==> src/rtl/core/sctc_pkg.sv <==
`default_nettype none

package sctc_pkg;

  // Seconds per day is 2^7 * 675: the low bits pass through, the odd part is divided.
  localparam int          DAY_SHIFT   = 7;
  localparam logic [9:0]  DAY_ODD     = 10'd675;
  localparam int          SH_DAY      = 35;
  localparam logic [25:0] RCP_DAY     =
    26'(((64'd1 << SH_DAY) + 64'(DAY_ODD) - 64'd1) / 64'(DAY_ODD));

  // Days in a four-year cycle, leap year first.
  localparam logic [10:0] CYCLE_DAYS  = 11'd1461;
  localparam int          SH_CYC      = 27;
  localparam logic [16:0] RCP_CYC     =
    17'(((64'd1 << SH_CYC) + 64'(CYCLE_DAYS) - 64'd1) / 64'(CYCLE_DAYS));

  localparam logic [2:0]  WEEK_DAYS   = 3'd7;
  localparam logic [16:0] BASE_WDAY   = 17'd2;
  localparam int          SH_WEEK     = 20;
  localparam logic [17:0] RCP_WEEK    =
    18'(((64'd1 << SH_WEEK) + 64'(WEEK_DAYS) - 64'd1) / 64'(WEEK_DAYS));

  localparam logic [11:0] HOUR_SECS   = 12'd3600;
  localparam int          SH_HOUR     = 29;
  localparam logic [17:0] RCP_HOUR    =
    18'(((64'd1 << SH_HOUR) + 64'(HOUR_SECS) - 64'd1) / 64'(HOUR_SECS));

  localparam logic [5:0]  MIN_SECS    = 6'd60;
  localparam int          SH_MIN      = 18;
  localparam logic [12:0] RCP_MIN     =
    13'(((64'd1 << SH_MIN) + 64'(MIN_SECS) - 64'd1) / 64'(MIN_SECS));

  localparam logic [10:0] LEAP_DAYS   = 11'd366;
  localparam logic [10:0] COMMON_DAYS = 11'd365;
  localparam logic [11:0] BASE_YEAR   = 12'd1980;

  typedef struct packed {
    logic [15:0] days;
    logic [16:0] sod;
  } sctc_split_t;

  typedef struct packed {
    logic [11:0] year;
    logic [3:0]  month;
    logic [4:0]  dom;
    logic [2:0]  weekday;
  } sctc_date_t;

  typedef struct packed {
    logic [4:0] hour;
    logic [5:0] minute;
    logic [5:0] second;
  } sctc_time_t;

  // Day of year at which month idx+1 starts; idx 12 gives the year length.
  function automatic logic [8:0] month_start(input logic leap, input logic [3:0] idx);
    logic [8:0] base;
    begin
      unique case (idx)
        4'd0:    base = 9'd0;
        4'd1:    base = 9'd31;
        4'd2:    base = 9'd59;
        4'd3:    base = 9'd90;
        4'd4:    base = 9'd120;
        4'd5:    base = 9'd151;
        4'd6:    base = 9'd181;
        4'd7:    base = 9'd212;
        4'd8:    base = 9'd243;
        4'd9:    base = 9'd273;
        4'd10:   base = 9'd304;
        4'd11:   base = 9'd334;
        4'd12:   base = 9'd365;
        default: base = 9'd0;
      endcase
      if (leap && (idx >= 4'd2)) begin
        base = base + 9'd1;
      end
      month_start = base;
    end
  endfunction

endpackage

`default_nettype wire

==> src/rtl/core/sctc_day_split.sv <==
`default_nettype none

// Splits the seconds count into whole days and second of day over two stages.
module sctc_day_split
  import sctc_pkg::*;
(
  input  wire logic        clk,
  input  wire logic        adv,
  input  wire logic [31:0] count,
  output sctc_split_t      split
);

  logic [24:0] odd_nxt;
  logic [50:0] prod_nxt;
  logic [50:0] prod_r;
  logic [24:0] odd_r;
  logic [6:0]  low_r;
  logic [15:0] days_nxt;
  logic [25:0] back;
  logic [24:0] rem_full;
  sctc_split_t split_r;

  assign odd_nxt  = count[31:DAY_SHIFT];
  assign prod_nxt = {26'd0, odd_nxt} * {25'd0, RCP_DAY};

  always_ff @(posedge clk) begin
    if (adv) begin
      prod_r <= prod_nxt;
      odd_r  <= odd_nxt;
      low_r  <= count[DAY_SHIFT-1:0];
    end
  end

  assign days_nxt = prod_r[SH_DAY+15:SH_DAY];
  assign back     = {10'd0, days_nxt} * {16'd0, DAY_ODD};
  assign rem_full = odd_r - back[24:0];

  always_ff @(posedge clk) begin
    if (adv) begin
      split_r.days <= days_nxt;
      split_r.sod  <= {rem_full[9:0], low_r};
    end
  end

  assign split = split_r;

endmodule

`default_nettype wire

==> src/rtl/core/sctc_date.sv <==
`default_nettype none

// Day number to year, month, day of month and weekday, stages three to six.
module sctc_date
  import sctc_pkg::*;
(
  input  wire logic        clk,
  input  wire logic        adv,
  input  wire sctc_split_t split,
  output sctc_date_t       date
);

  logic [16:0] wdx_nxt;
  logic [32:0] cyc_prod_r;
  logic [34:0] wk_prod_r;
  logic [15:0] days3_r;
  logic [16:0] wdx3_r;

  logic [5:0]  cyc_nxt;
  logic [16:0] cyc_back;
  logic [14:0] wq_nxt;
  logic [17:0] wk_back;
  logic [15:0] dic_full;
  logic [16:0] wk_full;
  logic [5:0]  cyc4_r;
  logic [10:0] dic4_r;
  logic [2:0]  wk4_r;

  logic [1:0]  yic_nxt;
  logic [10:0] ybase;
  logic [10:0] doy_full;
  logic [5:0]  cyc5_r;
  logic [1:0]  yic5_r;
  logic [8:0]  doy5_r;
  logic        leap5_r;
  logic [2:0]  wk5_r;

  logic [3:0]  month_nxt;
  logic [8:0]  mstart;
  logic [8:0]  dom_full;
  sctc_date_t  date_r;

  // Stage three: reciprocal products for the cycle and the week.
  assign wdx_nxt = {1'b0, split.days} + BASE_WDAY;

  always_ff @(posedge clk) begin
    if (adv) begin
      cyc_prod_r <= {17'd0, split.days} * {16'd0, RCP_CYC};
      wk_prod_r  <= {18'd0, wdx_nxt} * {17'd0, RCP_WEEK};
      days3_r    <= split.days;
      wdx3_r     <= wdx_nxt;
    end
  end

  // Stage four: quotients and remainders.
  assign cyc_nxt  = cyc_prod_r[SH_CYC+5:SH_CYC];
  assign cyc_back = {11'd0, cyc_nxt} * {6'd0, CYCLE_DAYS};
  assign dic_full = days3_r - cyc_back[15:0];
  assign wq_nxt   = wk_prod_r[SH_WEEK+14:SH_WEEK];
  assign wk_back  = {3'd0, wq_nxt} * {15'd0, WEEK_DAYS};
  assign wk_full  = wdx3_r - wk_back[16:0];

  always_ff @(posedge clk) begin
    if (adv) begin
      cyc4_r <= cyc_nxt;
      dic4_r <= dic_full[10:0];
      wk4_r  <= wk_full[2:0];
    end
  end

  // Stage five: year within the cycle; only its first year is leap.
  always_comb begin
    priority if (dic4_r < LEAP_DAYS) begin
      yic_nxt = 2'd0;
      ybase   = 11'd0;
    end else if (dic4_r < (LEAP_DAYS + COMMON_DAYS)) begin
      yic_nxt = 2'd1;
      ybase   = LEAP_DAYS;
    end else if (dic4_r < (LEAP_DAYS + COMMON_DAYS + COMMON_DAYS)) begin
      yic_nxt = 2'd2;
      ybase   = LEAP_DAYS + COMMON_DAYS;
    end else begin
      yic_nxt = 2'd3;
      ybase   = LEAP_DAYS + COMMON_DAYS + COMMON_DAYS;
    end
  end

  assign doy_full = dic4_r - ybase;

  always_ff @(posedge clk) begin
    if (adv) begin
      cyc5_r  <= cyc4_r;
      yic5_r  <= yic_nxt;
      doy5_r  <= doy_full[8:0];
      leap5_r <= (yic_nxt == 2'd0);
      wk5_r   <= wk4_r;
    end
  end

  // Stage six: month search against the start-of-month table.
  always_comb begin
    month_nxt = 4'd12;
    for (int m = 12; m >= 1; m--) begin
      if (doy5_r < month_start(leap5_r, 4'(m))) begin
        month_nxt = 4'(m);
      end
    end
  end

  assign mstart   = month_start(leap5_r, month_nxt - 4'd1);
  assign dom_full = doy5_r - mstart + 9'd1;

  always_ff @(posedge clk) begin
    if (adv) begin
      date_r.year    <= BASE_YEAR + {4'd0, cyc5_r, 2'b00} + {10'd0, yic5_r};
      date_r.month   <= month_nxt;
      date_r.dom     <= dom_full[4:0];
      date_r.weekday <= wk5_r;
    end
  end

  assign date = date_r;

endmodule

`default_nettype wire

==> src/rtl/core/sctc_clock.sv <==
`default_nettype none

// Second of day to hour, minute and second, stages three to six.
module sctc_clock
  import sctc_pkg::*;
(
  input  wire logic        clk,
  input  wire logic        adv,
  input  wire sctc_split_t split,
  output sctc_time_t       tod
);

  logic [34:0] hprod_r;
  logic [16:0] sod3_r;
  logic [4:0]  hour_nxt;
  logic [16:0] hback;
  logic [16:0] remh_full;
  logic [4:0]  hour4_r;
  logic [11:0] remh4_r;
  logic [24:0] mprod_r;
  logic [4:0]  hour5_r;
  logic [11:0] remh5_r;
  logic [5:0]  min_nxt;
  logic [11:0] mback;
  logic [11:0] sec_full;
  sctc_time_t  tod_r;

  always_ff @(posedge clk) begin
    if (adv) begin
      hprod_r <= {18'd0, split.sod} * {17'd0, RCP_HOUR};
      sod3_r  <= split.sod;
    end
  end

  // The hour never exceeds 23, so five quotient bits suffice.
  assign hour_nxt  = hprod_r[SH_HOUR+4:SH_HOUR];
  assign hback     = {12'd0, hour_nxt} * {5'd0, HOUR_SECS};
  assign remh_full = sod3_r - hback;

  always_ff @(posedge clk) begin
    if (adv) begin
      hour4_r <= hour_nxt;
      remh4_r <= remh_full[11:0];
    end
  end

  always_ff @(posedge clk) begin
    if (adv) begin
      mprod_r <= {13'd0, remh4_r} * {12'd0, RCP_MIN};
      hour5_r <= hour4_r;
      remh5_r <= remh4_r;
    end
  end

  assign min_nxt  = mprod_r[SH_MIN+5:SH_MIN];
  assign mback    = {6'd0, min_nxt} * {6'd0, MIN_SECS};
  assign sec_full = remh5_r - mback;

  always_ff @(posedge clk) begin
    if (adv) begin
      tod_r.hour   <= hour5_r;
      tod_r.minute <= min_nxt;
      tod_r.second <= sec_full[5:0];
    end
  end

  assign tod = tod_r;

endmodule

`default_nettype wire

==> src/rtl/core/seconds_count_to_calendar.sv <==
// Channel   Dir  Signals                          Word contents
// in_       in   in_tvalid in_tready in_tdata     seconds_count[31:0]
// out_      out  out_tvalid out_tready out_tdata  year..weekday, 41 bits in 48
//
// A word is taken every cycle in which adv is high; six register stages, the first
// loaded at the accepting edge, carry its result to out_.
// The six stage registers share one advance enable, set by the output register being
// empty or out_tready high, so one word per cycle is sustained while out_ is ready.
// Reset (rst_n low at a clock edge) clears only the stage valid bits.
// A stall freezes every stage in place, so no word is lost or repeated.
`default_nettype none

module seconds_count_to_calendar
  import sctc_pkg::*;
(
  input  wire logic        clk,
  input  wire logic        rst_n,
  input  wire logic        in_tvalid,
  output logic             in_tready,
  input  wire logic [31:0] in_tdata,   // seconds_count[31:0]
  output logic             out_tvalid,
  input  wire logic        out_tready,
  output logic [47:0]      out_tdata   // year[11:0], month[15:12], day_of_month[20:16],
                                       // hour[25:21], minute[31:26], second[37:32],
                                       // weekday[40:38], zero pad[47:41]
);

  logic        adv;
  logic [5:0]  vld_r;
  logic [5:0]  vld_nxt;
  sctc_split_t split;
  sctc_date_t  date;
  sctc_time_t  tod;

  // The whole pipeline moves when the last stage is free or being drained.
  assign adv       = !vld_r[5] || out_tready;
  assign in_tready = adv;
  assign vld_nxt   = {vld_r[4:0], in_tvalid};

  always_ff @(posedge clk) begin
    if (!rst_n) begin
      vld_r <= '0;
    end else if (adv) begin
      vld_r <= vld_nxt;
    end
  end

  // Stages one and two: days and second of day.
  sctc_day_split u_split (
    .clk   (clk),
    .adv   (adv),
    .count (in_tdata),
    .split (split)
  );

  // Stages three to six: the calendar date and the weekday.
  sctc_date u_date (
    .clk   (clk),
    .adv   (adv),
    .split (split),
    .date  (date)
  );

  // Stages three to six, in parallel: the time of day.
  sctc_clock u_clock (
    .clk   (clk),
    .adv   (adv),
    .split (split),
    .tod   (tod)
  );

  assign out_tvalid = vld_r[5];
  assign out_tdata  = {7'd0, date.weekday, tod.second, tod.minute, tod.hour,
                       date.dom, date.month, date.year};

endmodule

`default_nettype wire

==> config.mk <==
export PLATFORM = sky130hd
export DESIGN_NAME = seconds_count_to_calendar
export DESIGN_NICKNAME = d
export VERILOG_FILES = /design/src/rtl/core/sctc_pkg.sv /design/src/rtl/core/sctc_day_split.sv /design/src/rtl/core/sctc_date.sv /design/src/rtl/core/sctc_clock.sv /design/src/rtl/core/seconds_count_to_calendar.sv
export SDC_FILE = /design/constraint.sdc
export NUM_CORES = 2
export LEC_CHECK = 0
export BUFFER_PORTS_ARGS = -buffer_cell sky130_fd_sc_hd__buf_2
export CORE_MARGIN = 5
export CORE_UTILIZATION = 50
export DETAILED_ROUTE_END_ITERATION = 12
export GPL_ROUTABILITY_DRIVEN = 0
export GPL_TIMING_DRIVEN = 0
export MAX_ROUTING_LAYER = met4
export PLACE_DENSITY_LB_ADDON = 0.15
export SYNTH_ARGS = -nofsm -noshare
export SYNTH_HDL_FRONTEND = slang
export SYNTH_SLANG_ARGS = --single-unit
export TNS_END_PERCENT = 20
==> constraint.sdc <==
create_clock -name clk -period 16.81 [get_ports clk]
set_input_delay 0.8405 -clock clk [delete_from_list [all_inputs] [get_ports clk]]
set_output_delay 0.8405 -clock clk [all_outputs]
set_load 0.02 [all_outputs]
# ---- Word level (Yosys, flattened, before mapping)
# Memory sizes are Yosys's and may differ from the RTL's.
# Cells that the tools add are included.
dict set report totals {
  ff_bits 366
  mem_count 1
  in_bits 36
  out_inout_bits 50
  rom_bits 144
  word_cells 103
}
# name words word_bits rd rd_ports_with_merged_regs write_ports line
set mem_list {}
lappend mem_list {{(no name shown)} 16 9 1 0 0 sctc_pkg.sv:60} ;# unique case (idx)
dict set report classes {
  order_cmp 15
  mux 28
  multipliers 10
  addsub 13
  reduce_logical 4
}
# cell count
set ops {}
lappend ops {{$mul A25 B26 Y51 const B} 1}
lappend ops {{$lt A9 B8 Y1} 4}
lappend ops {{$mul A17 B18 Y35 const B} 1}
lappend ops {{$mul A17 B18 Y34 const B} 1}
lappend ops {{$mux W4} 8}
lappend ops {{$mul A16 B15 Y31 const B} 1}
lappend ops {{$lt A9 B9 Y1} 3}
lappend ops {{$mul A12 B12 Y23 const B} 1}
lappend ops {{$lt A9 B7 Y1} 2}
lappend ops {{$mux W3} 6}
lappend ops {{$mux W9} 2}
lappend ops {{$add A16 B2 Y17 const B} 1}
lappend ops {{$mul A16 B10 Y10 const B} 1}
lappend ops {{$mul A15 B3 Y3 const B} 1}
lappend ops {{$add A11 B8 Y12 const A} 1}
lappend ops {{$add A12 B2 Y12} 1}
lappend ops {{$sub A12 B12 Y12} 1}
lappend ops {{$lt A11 B10 Y1 const B} 1}
lappend ops {{$lt A11 B11 Y1 const B} 1}
lappend ops {{$lt A11 B9 Y1 const B} 1}
lappend ops {{$mul A6 B11 Y11 const B} 1}
lappend ops {{$sub A11 B11 Y11} 1}
lappend ops {{$add A5 B1 Y5 const B} 2}
lappend ops {{$sub A10 B10 Y10} 1}
lappend ops {{other kinds (18)} 26}

# ---- Depth between registers and ports, before layout
dict set report logic_depth {
  word_depth 19
  mapped_depth 25
  mapped_depth_nobuf 25
}

# ---- Modules after synthesis
# A second synthesis with hierarchy kept.
dict set report unflattened {
  cells_unflattened 3123
  hier_area_um2 33736.1
}
# mod area_per_inst_um2 cells_each n_inst seq_area_each_um2
set by_module_without_submodules {}
lappend by_module_without_submodules {sctc_day_split 12897.4 1224 1 1981.9}
lappend by_module_without_submodules {sctc_date 12233.0 1123 1 2612.5}
lappend by_module_without_submodules {sctc_clock 8320.5 747 1 2042.0}
lappend by_module_without_submodules {seconds_count_to_calendar 285.3 29 1 120.1}

# ---- Least setup slack after synthesis
# No wires, ideal clock.
dict set report synth_path {
  path_kind {in2reg}
  from {input in_tdata[23]}
  to {register u_split.prod_r[50], data pin}
  t_required_ns 16.548
  setup_ns 0.262
  path_stages 21
  t_arrival_ns 6.277
  n_path_buf 0
  setup_slack_ns 10.271
  cell_sequence {fa_1 -> ha_1 -> fa_1 -> inv_1 -> fa_1 -> inv_1 -> fa_1 -> inv_1 -> fa_1 -> fa_1 -> inv_1 -> ha_1 -> nand4_1 -> nor4_1 -> o311ai_0 -> o211ai_1 -> o2111ai_1 -> a31oi_1 -> nor3_1 -> o31ai_1 -> xnor2_1}
}
dict set report synth_via {
  elab_chain_len 1
}
# element line
set synth_rtl {}
lappend synth_rtl {{from (decl)} seconds_count_to_calendar.sv:20} ;# input wire logic [31:0] in_tdata,
lappend synth_rtl {{$mul A25 B26 Y51} sctc_day_split.sv:24} ;# assign prod_nxt = {26'd0, odd_nxt} * {25'd0, RCP_DAY};
lappend synth_rtl {{named net u_split.prod_nxt[50]} sctc_day_split.sv:14} ;# logic [50:0] prod_nxt;
lappend synth_rtl {{to (signal assigned)} sctc_day_split.sv:28} ;# prod_r <= prod_nxt;
lappend synth_rtl {{to (decl)} sctc_day_split.sv:15} ;# logic [50:0] prod_r;
# The timed path passes the listed nets, and every way through them passes these cells.
# A chain may end at the register's enable or synchronous reset.

# ---- Worst setup path in the final report
dict set report layout_path {
  from {input in_tdata[24]}
  to {register u_split.prod_r[50], data pin}
}
# Same word-level chain as after synthesis.

==> impl_metrics.env <==
export IMPL_cp_end_kind="flip-flop"
export IMPL_critPathRequiredTime_ps=17090
export IMPL_crit_path_max_fanout=10
export IMPL_setup_slack_ps=9550
export IMPL_synth_edf_count=221
export IMPL_clock_root_buffer="clkbuf_16"
export IMPL_cp_start_kind="input pin"
export IMPL_cp_arrival_ps=7540
export IMPL_synth_main_ff_cell="edfxtp_1"
export IMPL_wl_met3_mm=1.62
export IMPL_dp_slack_ps=8830
export IMPL_drive_above_1_share_pct=5.10
export IMPL_cts_hold_buffers_added=0
export IMPL_vias=19600
export IMPL_cts_buffer_depth=3
export IMPL_core_area_um2=64500
export IMPL_antenna_found_initial=0
export IMPL_synth_distinct_cells=67
export IMPL_synth_top_area_cell="ha_1"
export IMPL_slew_headroom_pct=35.8
export IMPL_totalWireLength_mm=62.6
export IMPL_slew_viol_final=0
export IMPL_clock_sinks=227
export IMPL_initial_utilization_pct=50.4
export IMPL_drtPass1Iterations=5
export IMPL_grt_pass1_vias=21600
export IMPL_wl_per_cell_um=16.2
export IMPL_port_buffers=78
export IMPL_clk_latency_ps=540
export IMPL_synthToLayoutAreaGrowth_pct=7.41
export IMPL_post_route_drc_count=0
export IMPL_grt_pass1_wl_mm=106
export IMPL_cts_buffers=25
export IMPL_die_y_um=265
export IMPL_die_area_um2=70200
export IMPL_async_flop_share_pct=0
export IMPL_synth_top_cell_area_share_pct=30.3
export IMPL_skew_ps=22.3
export IMPL_report_final_hold_viol_count=0
export IMPL_grt_overflow_total=0
export IMPL_period_share_pct=43.2
export IMPL_grtUsageTotal_pct=18.9
export IMPL_max_freq_mhz=138
export IMPL_syn_area_um2=32500
export IMPL_tightest_slew_ps=963
export IMPL_final_nets=4257
export IMPL_top_layer="met4"
export IMPL_fin_tns_setup_ps=0
export IMPL_wl_met2_mm=31.9
export IMPL_mostFrequentLayoutCell="inv_1"
export IMPL_htree_num_levels=1
export IMPL_cts_resized=0
export IMPL_post_drt_via_cell_ratio=5.06
export IMPL_rsz0062_at_grt="no"
export IMPL_die_x_um=265
export IMPL_r2r_setup_slack_ps=10140
export IMPL_status="finished, final reports clean"
export IMPL_crit_type="in -> reg"
export IMPL_setup_viol=0
export IMPL_rows=93
export IMPL_hold_class="reg -> reg"
export IMPL_ys_ff_latch=227
export IMPL_dp_hpwl_mm=53.4
export IMPL_ys_top_cells_by_area="ha_1 30%, fa_1 27%, edfxtp_1 20%"
export IMPL_cts_tree="yes"
export IMPL_avgSynthCellArea_um2=11.2
export IMPL_num_io_pins=86
export IMPL_cap_violations=0
export IMPL_synth_seq_area_share_pct=20.8
export IMPL_final_cell_mix="788 x inv_1, 787 x ha_1, 431 x fa_1, 221 x edfxtp_1, 104 x xnor2_1"
export IMPL_grt_max_degree=137
export IMPL_antenna_cells=0
export IMPL_final_antenna_net_count=0
export IMPL_wl_met1_mm=27.8
export IMPL_drt_iter0_drc=645
export IMPL_path_clk_slew_ps=60
export IMPL_fin_crit_ps=7260
export IMPL_ys_warn_count=0
export IMPL_synthCells=2891
export IMPL_post_cts_setup_buffers=0
## per-layer routing
metal / vias to the layer above / global-route usage [%]
met3: 79 / 1.47
met5: - / -
met2: 267 / 33.5
met1: 9664 / 24.0
met4: 0 / 3.89
li1: 9601 / -
## cell families (layout without fill, tap and decap cells)
kind of cell    after synthesis  after routing  synth area share (%)
fa+ha+maj                  1218           1218                  56.9
compound gates              267            267                  5.44
xor+xnor                    143            143                  3.95
flops                       227            227                  20.8
simple gates                229            229                  3.42
buf+inv                     803            927                  9.38
mux                           3              3                 0.146
other cells                   1              7                0.0115
## path summary, 6_finish.rpt
check	endpoint	start	cells past startpoint
worst min-delay path	u_date.wk5_r[0]$_DFFE_PP_	u_date.wk4_r[0]$_DFFE_PP_	0
worst max-delay path	u_split.prod_r[50]$_DFFE_PP_	in_tdata[24]	22
worst min register to register	u_date.wk5_r[0]$_DFFE_PP_	u_date.wk4_r[0]$_DFFE_PP_	0
worst max register to register	u_date.wk_prod_r[22]$_DFFE_PP_	u_split.split[20]$_DFFE_PP_	23
## area by class of cell
class,instances,area (um^2)
Clock buffer,26,629
Inverter,789,2970
Sequential cell,227,6760
Multi-Input combinational cell,1867,22700
Clock inverter,19,260
Fill cell,5677,29600
Tap cell,855,1070
Buffer,14,85.1
Timing Repair Buffer,79,418
## sequential cells by signal, summed over array words and instances (netlist names), 6 cells and up
signal             cells
u_clock.mprod_r        6
u_date.cyc5_r          6
u_split.odd_r         10
u_split.low_r          7
u_split.split         33
u_date.cyc4_r          6
u_clock.remh5_r        6
u_date.dic4_r         11
u_clock.tod           17
u_date.doy5_r          9
u_date.days3_r        10
u_clock.remh4_r       12
vld_r                  6
u_clock.sod3_r        12
u_date.cyc_prod_r      6
u_split.prod_r        16
u_date.date           24
## through the flow
step	util, %	hold slack [ps]	std cells	cell area [um^2]
2_1_floorplan	-	400	2897	32500
3_3_place_gp	52.7	401	3830	34000
3_5_place_dp	52.8	405	3831	34000
4_1_cts	54.1	417	3876	34900
5_1_grt	54.1	426	3876	34900
6_report	54.1	415	3876	34900
## synthesized netlist by cell type, drive strengths merged (23+ instances only)
cell type	n
inv	789
ha	787
fa	431
edfxtp	221
xnor2	104
a21oi	73
nand2	68
o21ai	54
nor2	51
a21o	43
xor2	38
nand3	23
## worst max-delay path: stages
cell and delay [ps]:
buf_2 350, fa_1 490, ha_1 300, fa_1 480
inv_1 50, fa_1 530, inv_1 60, fa_1 530
inv_1 60, fa_1 520, fa_1 560, inv_1 40
ha_1 330, nand4_1 160, nor4_1 540, o311ai_0 350
o211ai_1 260, o2111ai_1 220, a31oi_1 360, nor3_1 120
o31ai_1 280, xnor2_1 110
Power is left out: the tool's default activity adds up to more than one toggle a clock period on the data nets, which glitch-free logic cannot reach.
